--- config.mk ---
export PLATFORM = sky130hd
export DESIGN_NAME = task_slot_table
export DESIGN_NICKNAME = d
export VERILOG_FILES = /design/src/rtl/tst_pkg.sv /design/src/rtl/task_slot_table.sv
export SDC_FILE = /design/constraint.sdc
export NUM_CORES = 2
export LEC_CHECK = 0
export BUFFER_PORTS_ARGS = -buffer_cell sky130_fd_sc_hd__buf_2
export CORE_AREA = 2 2 456 367
export CTS_CLUSTER_DIAMETER = 200
export DETAILED_ROUTE_END_ITERATION = 8
export DIE_AREA = 0 0 458 369
export PLACE_DENSITY_LB_ADDON = 0.3
export SETUP_SLACK_MARGIN = 0.2
export SYNTH_ARGS = -nofsm -noshare
export SYNTH_HDL_FRONTEND = slang
export SYNTH_SLANG_ARGS = --single-unit
--- constraint.sdc ---
create_clock -name i_clk -period 14.07 [get_ports i_clk]
set_input_delay 1.407 -clock i_clk [delete_from_list [all_inputs] [get_ports i_clk]]
set_output_delay 1.407 -clock i_clk [all_outputs]
set_load 0.03 [all_outputs]
--- src/rtl/tst_pkg.sv ---
// Package for the task slot table: item structs, slot record, opcode and state codes.
// No dependencies.
package tst_pkg;

    localparam int ID_W   = 31;
    localparam int NAME_W = 56;
    localparam int ST_W   = 3;
    localparam int OP_W   = 3;
    localparam int CNT_W  = 5;

    localparam logic [ID_W-1:0] ID_START = ID_W'(100);

    localparam logic [OP_W-1:0] OP_CREATE  = 3'd0;
    localparam logic [OP_W-1:0] OP_KILL    = 3'd1;
    localparam logic [OP_W-1:0] OP_CLEANUP = 3'd2;
    localparam logic [OP_W-1:0] OP_GET     = 3'd3;
    localparam logic [OP_W-1:0] OP_FIND    = 3'd4;
    localparam logic [OP_W-1:0] OP_COUNT   = 3'd5;

    localparam logic [ST_W-1:0] ST_UNUSED  = 3'd0;
    localparam logic [ST_W-1:0] ST_RUNNING = 3'd1;
    localparam logic [ST_W-1:0] ST_ZOMBIE  = 3'd4;

    typedef struct packed {
        logic [OP_W-1:0]   opcode;
        logic [ID_W-1:0]   task_id;
        logic [ID_W-1:0]   parent_id;
        logic [NAME_W-1:0] task_name;
    } t_task_in;

    typedef struct packed {
        logic              status;
        logic [ID_W-1:0]   id_out;
        logic [ID_W-1:0]   parent_out;
        logic [ST_W-1:0]   state_out;
        logic [NAME_W-1:0] name_out;
        logic [CNT_W-1:0]  live_count;
    } t_task_out;

    typedef struct packed {
        logic [ID_W-1:0]   id;
        logic [ID_W-1:0]   parent;
        logic [ST_W-1:0]   state;
        logic [NAME_W-1:0] name;
    } t_slot;

endpackage

--- src/rtl/task_slot_table.sv ---
// Task slot table: slot records in a memory, used flags in flops, one slot checked per cycle.
// Depends on tst_pkg.
// Scan end: a hit on slot k ends the scan at that slot; a miss, a count or an unused
// opcode checks all SLOTS slots. Each slot record is read, then checked; the result is registered.
// Throughput: one item per scan; start is taken again in the cycle the result shows.
// Rate is set by the single memory read port, one slot record per cycle.
// Reset: used flags cleared, id counter to 100, no result pending; the receiver cannot stall.
module task_slot_table #(
    parameter int SLOTS      = 16,
    parameter int NAME_BYTES = 8
) (
    input  logic               i_clk,
    input  logic               i_rst_n,
    input  logic               start,
    input  tst_pkg::t_task_in  i_item,
    output logic               busy,
    output logic               o_done,
    output tst_pkg::t_task_out o_result
);
    import tst_pkg::*;

    localparam int IW   = (SLOTS > 1) ? $clog2(SLOTS) : 1;
    localparam int CW   = $clog2(SLOTS + 1);
    localparam int CUTN = NAME_BYTES - 1;

    typedef enum logic {
        S_IDLE,
        S_SCAN
    } t_state;

    function automatic logic [NAME_W-1:0] f_cut(input logic [NAME_W-1:0] v, input int lim);
        logic [NAME_W-1:0] r;
        logic              stop;
        r    = '0;
        stop = 1'b0;
        for (int i = 0; i < 7; i++) begin
            if (v[8*i +: 8] == 8'd0 || i >= lim) begin
                stop = 1'b1;
            end
            if (!stop) begin
                r[8*i +: 8] = v[8*i +: 8];
            end
        end
        return r;
    endfunction

    t_slot r_mem [SLOTS];
    t_slot r_rd;

    t_state          r_state, n_state;
    logic [IW:0]     r_idx, n_idx;
    logic [IW-1:0]   r_chk_idx, n_chk_idx;
    logic            r_chk_vld, n_chk_vld;
    logic [SLOTS-1:0] r_used, n_used;
    logic [ID_W-1:0] r_id_ctr, n_id_ctr;
    logic [CW-1:0]   r_cnt, n_cnt;
    t_task_in        r_req, n_req;
    logic            r_done, n_done;
    t_task_out       r_res, n_res;

    logic            mem_we;
    logic [IW-1:0]   mem_waddr;
    t_slot           mem_wdata;

    logic            issue;
    logic            used_chk;
    logic            hit;
    logic            last;

    always_ff @(posedge i_clk) begin
        if (mem_we) begin
            r_mem[mem_waddr] <= mem_wdata;
        end
        r_rd <= r_mem[r_idx[IW-1:0]];
    end

    always_comb begin
        issue    = r_idx < (IW+1)'(SLOTS);
        used_chk = r_used[r_chk_idx];
        last     = r_chk_idx == IW'(SLOTS - 1);
        case (r_req.opcode)
            OP_CREATE:  hit = !used_chk;
            OP_KILL:    hit = used_chk && r_rd.id == r_req.task_id;
            OP_GET:     hit = used_chk && r_rd.id == r_req.task_id;
            OP_CLEANUP: hit = used_chk && r_rd.id == r_req.task_id && r_rd.state == ST_ZOMBIE;
            OP_FIND:    hit = used_chk && r_rd.name == r_req.task_name;
            default:    hit = 1'b0;
        endcase
    end

    always_comb begin
        n_state   = r_state;
        n_idx     = r_idx;
        n_chk_idx = r_chk_idx;
        n_chk_vld = 1'b0;
        n_used    = r_used;
        n_id_ctr  = r_id_ctr;
        n_cnt     = r_cnt;
        n_req     = r_req;
        n_done    = 1'b0;
        n_res     = r_res;
        mem_we    = 1'b0;
        mem_waddr = r_chk_idx;
        mem_wdata = r_rd;

        case (r_state)
            S_IDLE: begin
                if (start) begin
                    n_req           = i_item;
                    n_req.task_name = (i_item.opcode == OP_CREATE) ?
                                      f_cut(i_item.task_name, CUTN) :
                                      f_cut(i_item.task_name, 7);
                    n_idx   = '0;
                    n_cnt   = '0;
                    n_state = S_SCAN;
                end
            end
            S_SCAN: begin
                if (issue) begin
                    n_idx     = r_idx + 1'b1;
                    n_chk_idx = r_idx[IW-1:0];
                    n_chk_vld = 1'b1;
                end
                if (r_chk_vld) begin
                    if (used_chk) begin
                        n_cnt = r_cnt + 1'b1;
                    end
                    if (hit || last) begin
                        n_state          = S_IDLE;
                        n_done           = 1'b1;
                        n_res            = '0;
                        n_res.status     = 1'b1;
                        n_chk_vld        = 1'b0;
                    end
                    if (hit) begin
                        n_res.status = 1'b0;
                        case (r_req.opcode)
                            OP_CREATE: begin
                                mem_we            = 1'b1;
                                mem_wdata.id      = r_id_ctr;
                                mem_wdata.parent  = r_req.parent_id;
                                mem_wdata.state   = ST_RUNNING;
                                mem_wdata.name    = r_req.task_name;
                                n_used[r_chk_idx] = 1'b1;
                                n_id_ctr          = r_id_ctr + 1'b1;
                                n_res.id_out      = r_id_ctr;
                            end
                            OP_KILL: begin
                                mem_we          = 1'b1;
                                mem_wdata.state = ST_ZOMBIE;
                            end
                            OP_CLEANUP: begin
                                mem_we            = 1'b1;
                                mem_wdata         = '0;
                                mem_wdata.state   = ST_UNUSED;
                                n_used[r_chk_idx] = 1'b0;
                            end
                            OP_GET: begin
                                n_res.id_out     = r_rd.id;
                                n_res.parent_out = r_rd.parent;
                                n_res.state_out  = r_rd.state;
                                n_res.name_out   = r_rd.name;
                            end
                            OP_FIND: begin
                                n_res.id_out = r_rd.id;
                            end
                            default: begin
                                n_res.status = 1'b1;
                            end
                        endcase
                    end else if (last && r_req.opcode == OP_COUNT) begin
                        n_res.status     = 1'b0;
                        n_res.live_count = (32'(n_cnt) > 32'd31) ? CNT_W'(31) : CNT_W'(n_cnt);
                    end
                end
            end
            default: begin
                n_state = S_IDLE;
            end
        endcase
    end

    always_ff @(posedge i_clk) begin
        if (!i_rst_n) begin
            r_state   <= S_IDLE;
            r_idx     <= '0;
            r_chk_idx <= '0;
            r_chk_vld <= 1'b0;
            r_used    <= '0;
            r_id_ctr  <= ID_START;
            r_cnt     <= '0;
            r_done    <= 1'b0;
        end else begin
            r_state   <= n_state;
            r_idx     <= n_idx;
            r_chk_idx <= n_chk_idx;
            r_chk_vld <= n_chk_vld;
            r_used    <= n_used;
            r_id_ctr  <= n_id_ctr;
            r_cnt     <= n_cnt;
            r_done    <= n_done;
        end
        r_req <= n_req;
        r_res <= n_res;
    end

    assign busy     = r_state != S_IDLE;
    assign o_done   = r_done;
    assign o_result = r_res;

endmodule
# Word level (Yosys, flattened, before mapping)

Memory sizes are Yosys's and may differ from the RTL's. A register that Yosys moved wholly into a read port is not among the register bits.
Cells that the tools add are included.

$add $sub $neg: 3
Multiply operators: 0
Divide/modulo/power cells: 0
$lt $le $gt $ge: 3
Equal/unequal tests: 12
Shift-type cells: 0
Mux-type cells: 62
Bitwise logic cells: 4
Reductions and logical operators: 31

Operator list:

| kind                                                 | count |
|---|---|
| 2-to-1 mux 121 bit                                   | 4 |
| 2-to-1 mux 127 bit                                   | 1 |
| one-hot mux 62 bit (2 select lines)                  | 1 |
| one-hot mux 56 bit (2 select lines)                  | 1 |
| 2-to-1 mux 90 bit                                    | 1 |
| one-hot mux 31 bit (2 select lines)                  | 1 |
| equality test 56 bit                                 | 1 |
| zero test 8 bit                                      | 7 |
| 2-to-1 mux 1 bit                                     | 39 |
| one-hot mux 16 bit (2 select lines)                  | 1 |
| adder 31 x 1 -> 31 bit (second input constant)       | 1 |
| equality test 31 bit                                 | 1 |
| 2-to-1 mux 5 bit                                     | 6 |
| one-hot mux 5 bit (2 select lines)                   | 2 |
| AND 16 bit                                           | 1 |
| NOT 16 bit                                           | 1 |
| bitwise OR 16 bit                                    | 1 |
| AND reduction 2 bit                                  | 6 |
| adder 5 x 1 -> 5 bit (second input constant)         | 2 |
| equality test 3 bit (second input constant)          | 3 |
| one-hot mux 3 bit (3 select lines)                   | 1 |
| AND reduction 4 bit                                  | 2 |
| equality test 3 x 2 -> 1 bit (second input constant) | 2 |
| AND reduction 3 bit                                  | 2 |
| 21 further kinds                                     | 27 |

Bits in registers: 312
Bits in latches: 0
Bits in writable memories: 1936
Memory bits (read-only): 0
Bits of input ports: 124
Output and inout bits: 129
Logic and storage cells: 140
Memories kept: 1

Memory list:

| name  | depth | bits a word | read ports | clocked after Yosys merged registers in | write ports | line                  | text |
|---|---|---|---|---|---|---|---|
| r_mem | 16    | 121         | 1          | 1                                       | 1           | task_slot_table.sv:47 | `t_slot r_mem [SLOTS];` |

# Logic depth before layout (Yosys ltp)

Word-level depth: 22
Gate-level depth with buffers: 10
Gate-level depth less buffers: 7

# Least setup slack after synthesis

Ideal clock, no wire load.

Kind: reg2reg
From: register r_req[118] (netlist name)
To: memory r_mem[11][0] (netlist name), enable pin
Library setup time: 0.750 ns
Arrival time: 10.244 ns
Data required time: 13.320 ns
Slack: 3.076 ns
Stages on the path, launching flop included: 11
Buffers on the path: 3
Period minus slack after synthesis: 10.994 ns
Cell sequence: edfxtp_1 buf_2 or3b_4 nor2_1 nand4_1 nor4_1 o2111ai_1 nor2b_1 clkbuf_1 buf_2 nor3_1

Word-level cells in the longest chain between the ends: 8
Elaborated cells on any way between the ends: 14
Classes of those cells: 4 x eq/ne; 7 x mux; 3 x reduce/logical

Ends and longest elaborated chain:

| element                                                                          | line                                          | text |
|---|---|---|
| from (decl)                                                                      | task_slot_table.sv:57                         | `t_task_in r_req, n_req;` |
| from (signal assigned)                                                           | task_slot_table.sv:203                        | `r_req <= n_req;` |
| equality test 3 x 1 -> 1 bit, or another cell as far along                       | task_slot_table.sv:81, task_slot_table.sv:137 |  |
| OR reduction 2 bit (no source line) / OR reduction 3 bit (equally long branches) | n/a                                           |  |
| one-hot mux 1 bit (4 select lines) / 2-to-1 mux 1 bit (equally long branches)    | task_slot_table.sv:81, task_slot_table.sv:137 |  |
| 2-to-1 mux 1 bit *                                                               | task_slot_table.sv:135                        | `if (hit) begin` |
| 2-to-1 mux 1 bit *                                                               | task_slot_table.sv:124                        | `if (r_chk_vld) begin` |
| 2-to-1 mux 1 bit *                                                               | task_slot_table.sv:106                        | `case (r_state)` |
| 2-to-1 mux 1 bit *                                                               | task_slot_table.sv:71                         | `if (mem_we) begin` |
| 2-to-1 mux 1 bit (implied by the code) *                                         | task_slot_table.sv:72                         | `r_mem[mem_waddr] <= mem_wdata;` |
| to (decl)                                                                        | task_slot_table.sv:47                         |  |

Mark *: on every way between the ends. The rest lies on a longest branch, timed or not.

# Worst setup path in the final report

From: register r_req[120] (netlist name)
To: memory r_mem[1][39] (netlist name), enable pin

The elaborated chain is that of the path after synthesis.

==> impl_metrics.py <==
metrics = {
    "die": {
        "die_area_sq_mm": 0.1690,
        "rows": 133,
        "io_pins": 253,
        "core_sq_mm": 0.1641,
        "initial_utilization_pct": 54.82,
        "dieWidth_microns": 458,
        "die_h_microns": 369,
    },
    "critical_path": {
        "critPathRequiredTime_ps": 14520,
        "path_max_fanout": 56,
        "arrival_ps": 5830,
        "cp-end-kind": "flop",
        "startpoint_type": "flop",
        "critPathKind": "flop to flop",
    },
    "route": {
        "remaining_drc_errors": 0,
        "postRouteAntennaNets": 0,
        "via_count": 43880,
        "drt_first_pass_iters": 6,
        "wl_microns": 215500,
        "viasPerCell": 6.556,
        "routedWlPerCell_microns": 32.20,
        "drt-initial-drc-count": 5571,
    },
    "logic_synthesis": {
        "ys_seq_area_share_pct": 77.02,
        "synth_warnings": 0,
        "ys_top_cells_by_count": "2184 x edfxtp_1, 609 x mux4_2, 209 x a22o_1",
        "synth.cell_area_sq_mm": 0.08996,
        "synth_cells": 4025,
        "synth_seq_cells": 2369,
        "synth_most_common_cell": "edfxtp_1",
        "yosys-top-cells-area": "edfxtp_1 73%, mux4_2 15%, dfxtp_1 4.1%",
        "avgSynthCellArea_sq_um": 22.35,
        "ys_dominant_reg_cell": "edfxtp_1",
        "yosysUniqueCellTypes": 60,
        "synth_top_area_cell": "edfxtp_1",
        "synth_edf_count": 2184,
        "syn_nets": 4152,
        "async_reset_ff_share_pct": 0,
        "synth_top_area_share_pct": 72.91,
    },
    "power": {
        "p_comb_share_pct": 3.7,
        "power.leakage_nw": 31.49,
        "p_sw_w": 0.002939,
        "swShare_pct": 20.53,
        "p_per_area_mw_per_mm2": 141.7,
        "vdd_drop_max_mv": 0.1096,
        "power_frac_seq_pct": 54.4,
        "intPower_w": 0.01138,
        "clock_power_share_pct": 41.8,
    },
    "timing": {
        "rsz0062_at_grt": "false",
        "fin_setup_tns_ps": 0,
        "max_slew_margin_pct": 20.47,
        "finalSetupViolCount": 0,
        "hold_viol_final": 0,
        "fin_skew_ps": 74.50,
        "fin_crit_ps": 5373,
        "period_share_pct": 38.19,
        "worst_pin_slew_ps": 1193,
        "timing.hold.ws_ps": 460.6,
        "drv_slew": 0,
        "fmax_mhz": 186.1,
    },
    "clocking": {
        "cts_tree": "yes",
        "root_buffer": "clkbuf_16",
        "cts_hold_buf": 0,
        "cts_setup_buffers": 0,
        "numCtsBuffers": 214,
        "clock_sinks": 2369,
        "cts_htree_levels": 4,
        "cts_resized": 0,
        "worstSkewPairLatency_ps": 860,
        "clock_path_buffers": 3,
        "clkSlewWorstSetupHoldPaths_ps": 60,
    },
    "placement": {
        "portBuffers": 252,
        "gp_congestion": 0.8550,
        "dp_hpwl_microns": 117500,
    },
    "global_routing": {
        "grt_pass1_vias": 43750,
        "antenna_found_initial": 8,
        "grt_start_max_net_pins": 127,
        "use_met2_pct": 40.30,
        "met1_usage_pct": 38.17,
        "grtUsageTotal_pct": 25.67,
        "met3_usage_pct": 4.477,
        "grt_pass1_wl_microns": 313400,
        "grt_overflow": 0,
        "grt.busiest_layer": "met2",
    },
    "worst_hold_path": {
        "holdCritPathClass": "flop to flop",
    },
    "run": {
        "maxCapViolCount": 0,
    },
    "finish": {
        "layout-drive-gt1-share_pct": 28.81,
        "final_nets": 4466,
        "synthToLayoutAreaGrowth_pct": 12.27,
    },
    "outcome": {
        "outcome": "complete, no violations",
    },
}
worst paths after layout:
check	start	endpoint	slack [ps]	depth (start not counted)
min reg2reg	flop	flop	460	2
min	flop	flop	460	2
max reg2reg	r_req[120]	r_mem[1][39]	8700	9
max	r_req[120]	r_mem[1][39]	8700	9
logic make-up after synthesis:
logic type	after synthesis	share of synthesized area, %
mux	632	15.50
simple gates	372	2.356
xor+xnor	111	1.081
fa+ha+maj	4	0.05286
buf+inv	241	1.160
flops	2369	77.02
compound gates	296	2.825
registers in the layout, summed over array words and instances (netlist names), named ones only:
register and cells:
o_result 127, busy 1, r_rd 121, r_mem 1936, r_chk_vld 1, mem_waddr 4, o_done 1, r_cnt 5
r_idx 5, r_req 121, r_id_ctr 31
stage by stage:
step	cell area (sq um)	setup WS, ps	instances	total power (W)	utilization, %
6_report	101000	8697	6693	0.01432	61.55
5_1_grt	101000	8601	6691	0.01469	61.55
3_3_place_gp	93710	8734	6283	0.008474	57.11
3_5_place_dp	93710	8685	6283	0.008483	57.11
4_1_cts	101000	8668	6690	0.01439	61.55
2_1_floorplan	89960	3076	4025	0.008288	-
worst max-delay path: stages (launching register included):
cell and delay [ps]:
edfxtp_1 710, or3b_4 520, nor2_1 120, nand4_1 120, nor4_1 800, o2111ai_1 280, nor2b_2 380, nor3_2 310
buf_4 870, buf_4 770
metal layers:
metal  up-vias  wire length, microns
li1      17680                     -
met1     23600                 88150
met2      2286                104300
met3       296                 18220
met4         8                  4820
met5         -                    53
power groups by stage:
stage	Clock, W	Combinational [W]	Sequential [W]
finish	0.00599	0.000536	0.00779
global route	0.00632	0.000574	0.00779
CTS	0.00606	0.000542	0.00779
detailed placement	0	0.000539	0.00794
global placement	0	0.000532	0.00794
floorplan	0	0.000355	0.00793
cell usage in the layout, fill, tap and decap left out, drive strengths merged, types with 3 or more instances in the layout:
cell      instances
nand2b            5
dfxtp           185
ha                3
and3             14
o21a              4
and2             94
clkinvlp         11
nand2            57
o21ai            15
bufinv           26
a21boi           11
inv              12
nor4             55
mux4            609
xnor2            18
a21oi             6
buf             333
mux2i            23
nor2             33
nand3            14
edfxtp         2184
xor2             93
clkbuf          279
a221o            31
a22oi             3
nand4            33
nor2b            19
and4              6
or4               3
o2bb2ai           5
a22o            209
clkinv           85
diode             3
or3              10
nor3             22
area by class of cell:
| cell class | count | area [sq um] |
|---|---|---|
| Clock buffer | 279 | 5844 |
| Tap cell | 2160 | 2703 |
| Multi-Input combinational cell | 1415 | 19750 |
| Inverter | 6 | 32.53 |
| Clock inverter | 128 | 1436 |
| Sequential cell | 2369 | 69300 |
| Fill cell | 10980 | 63080 |
| Antenna cell | 3 | 7.507 |
| Timing Repair Buffer | 333 | 1919 |
Note: power is estimated with default switching activity, not from simulation.
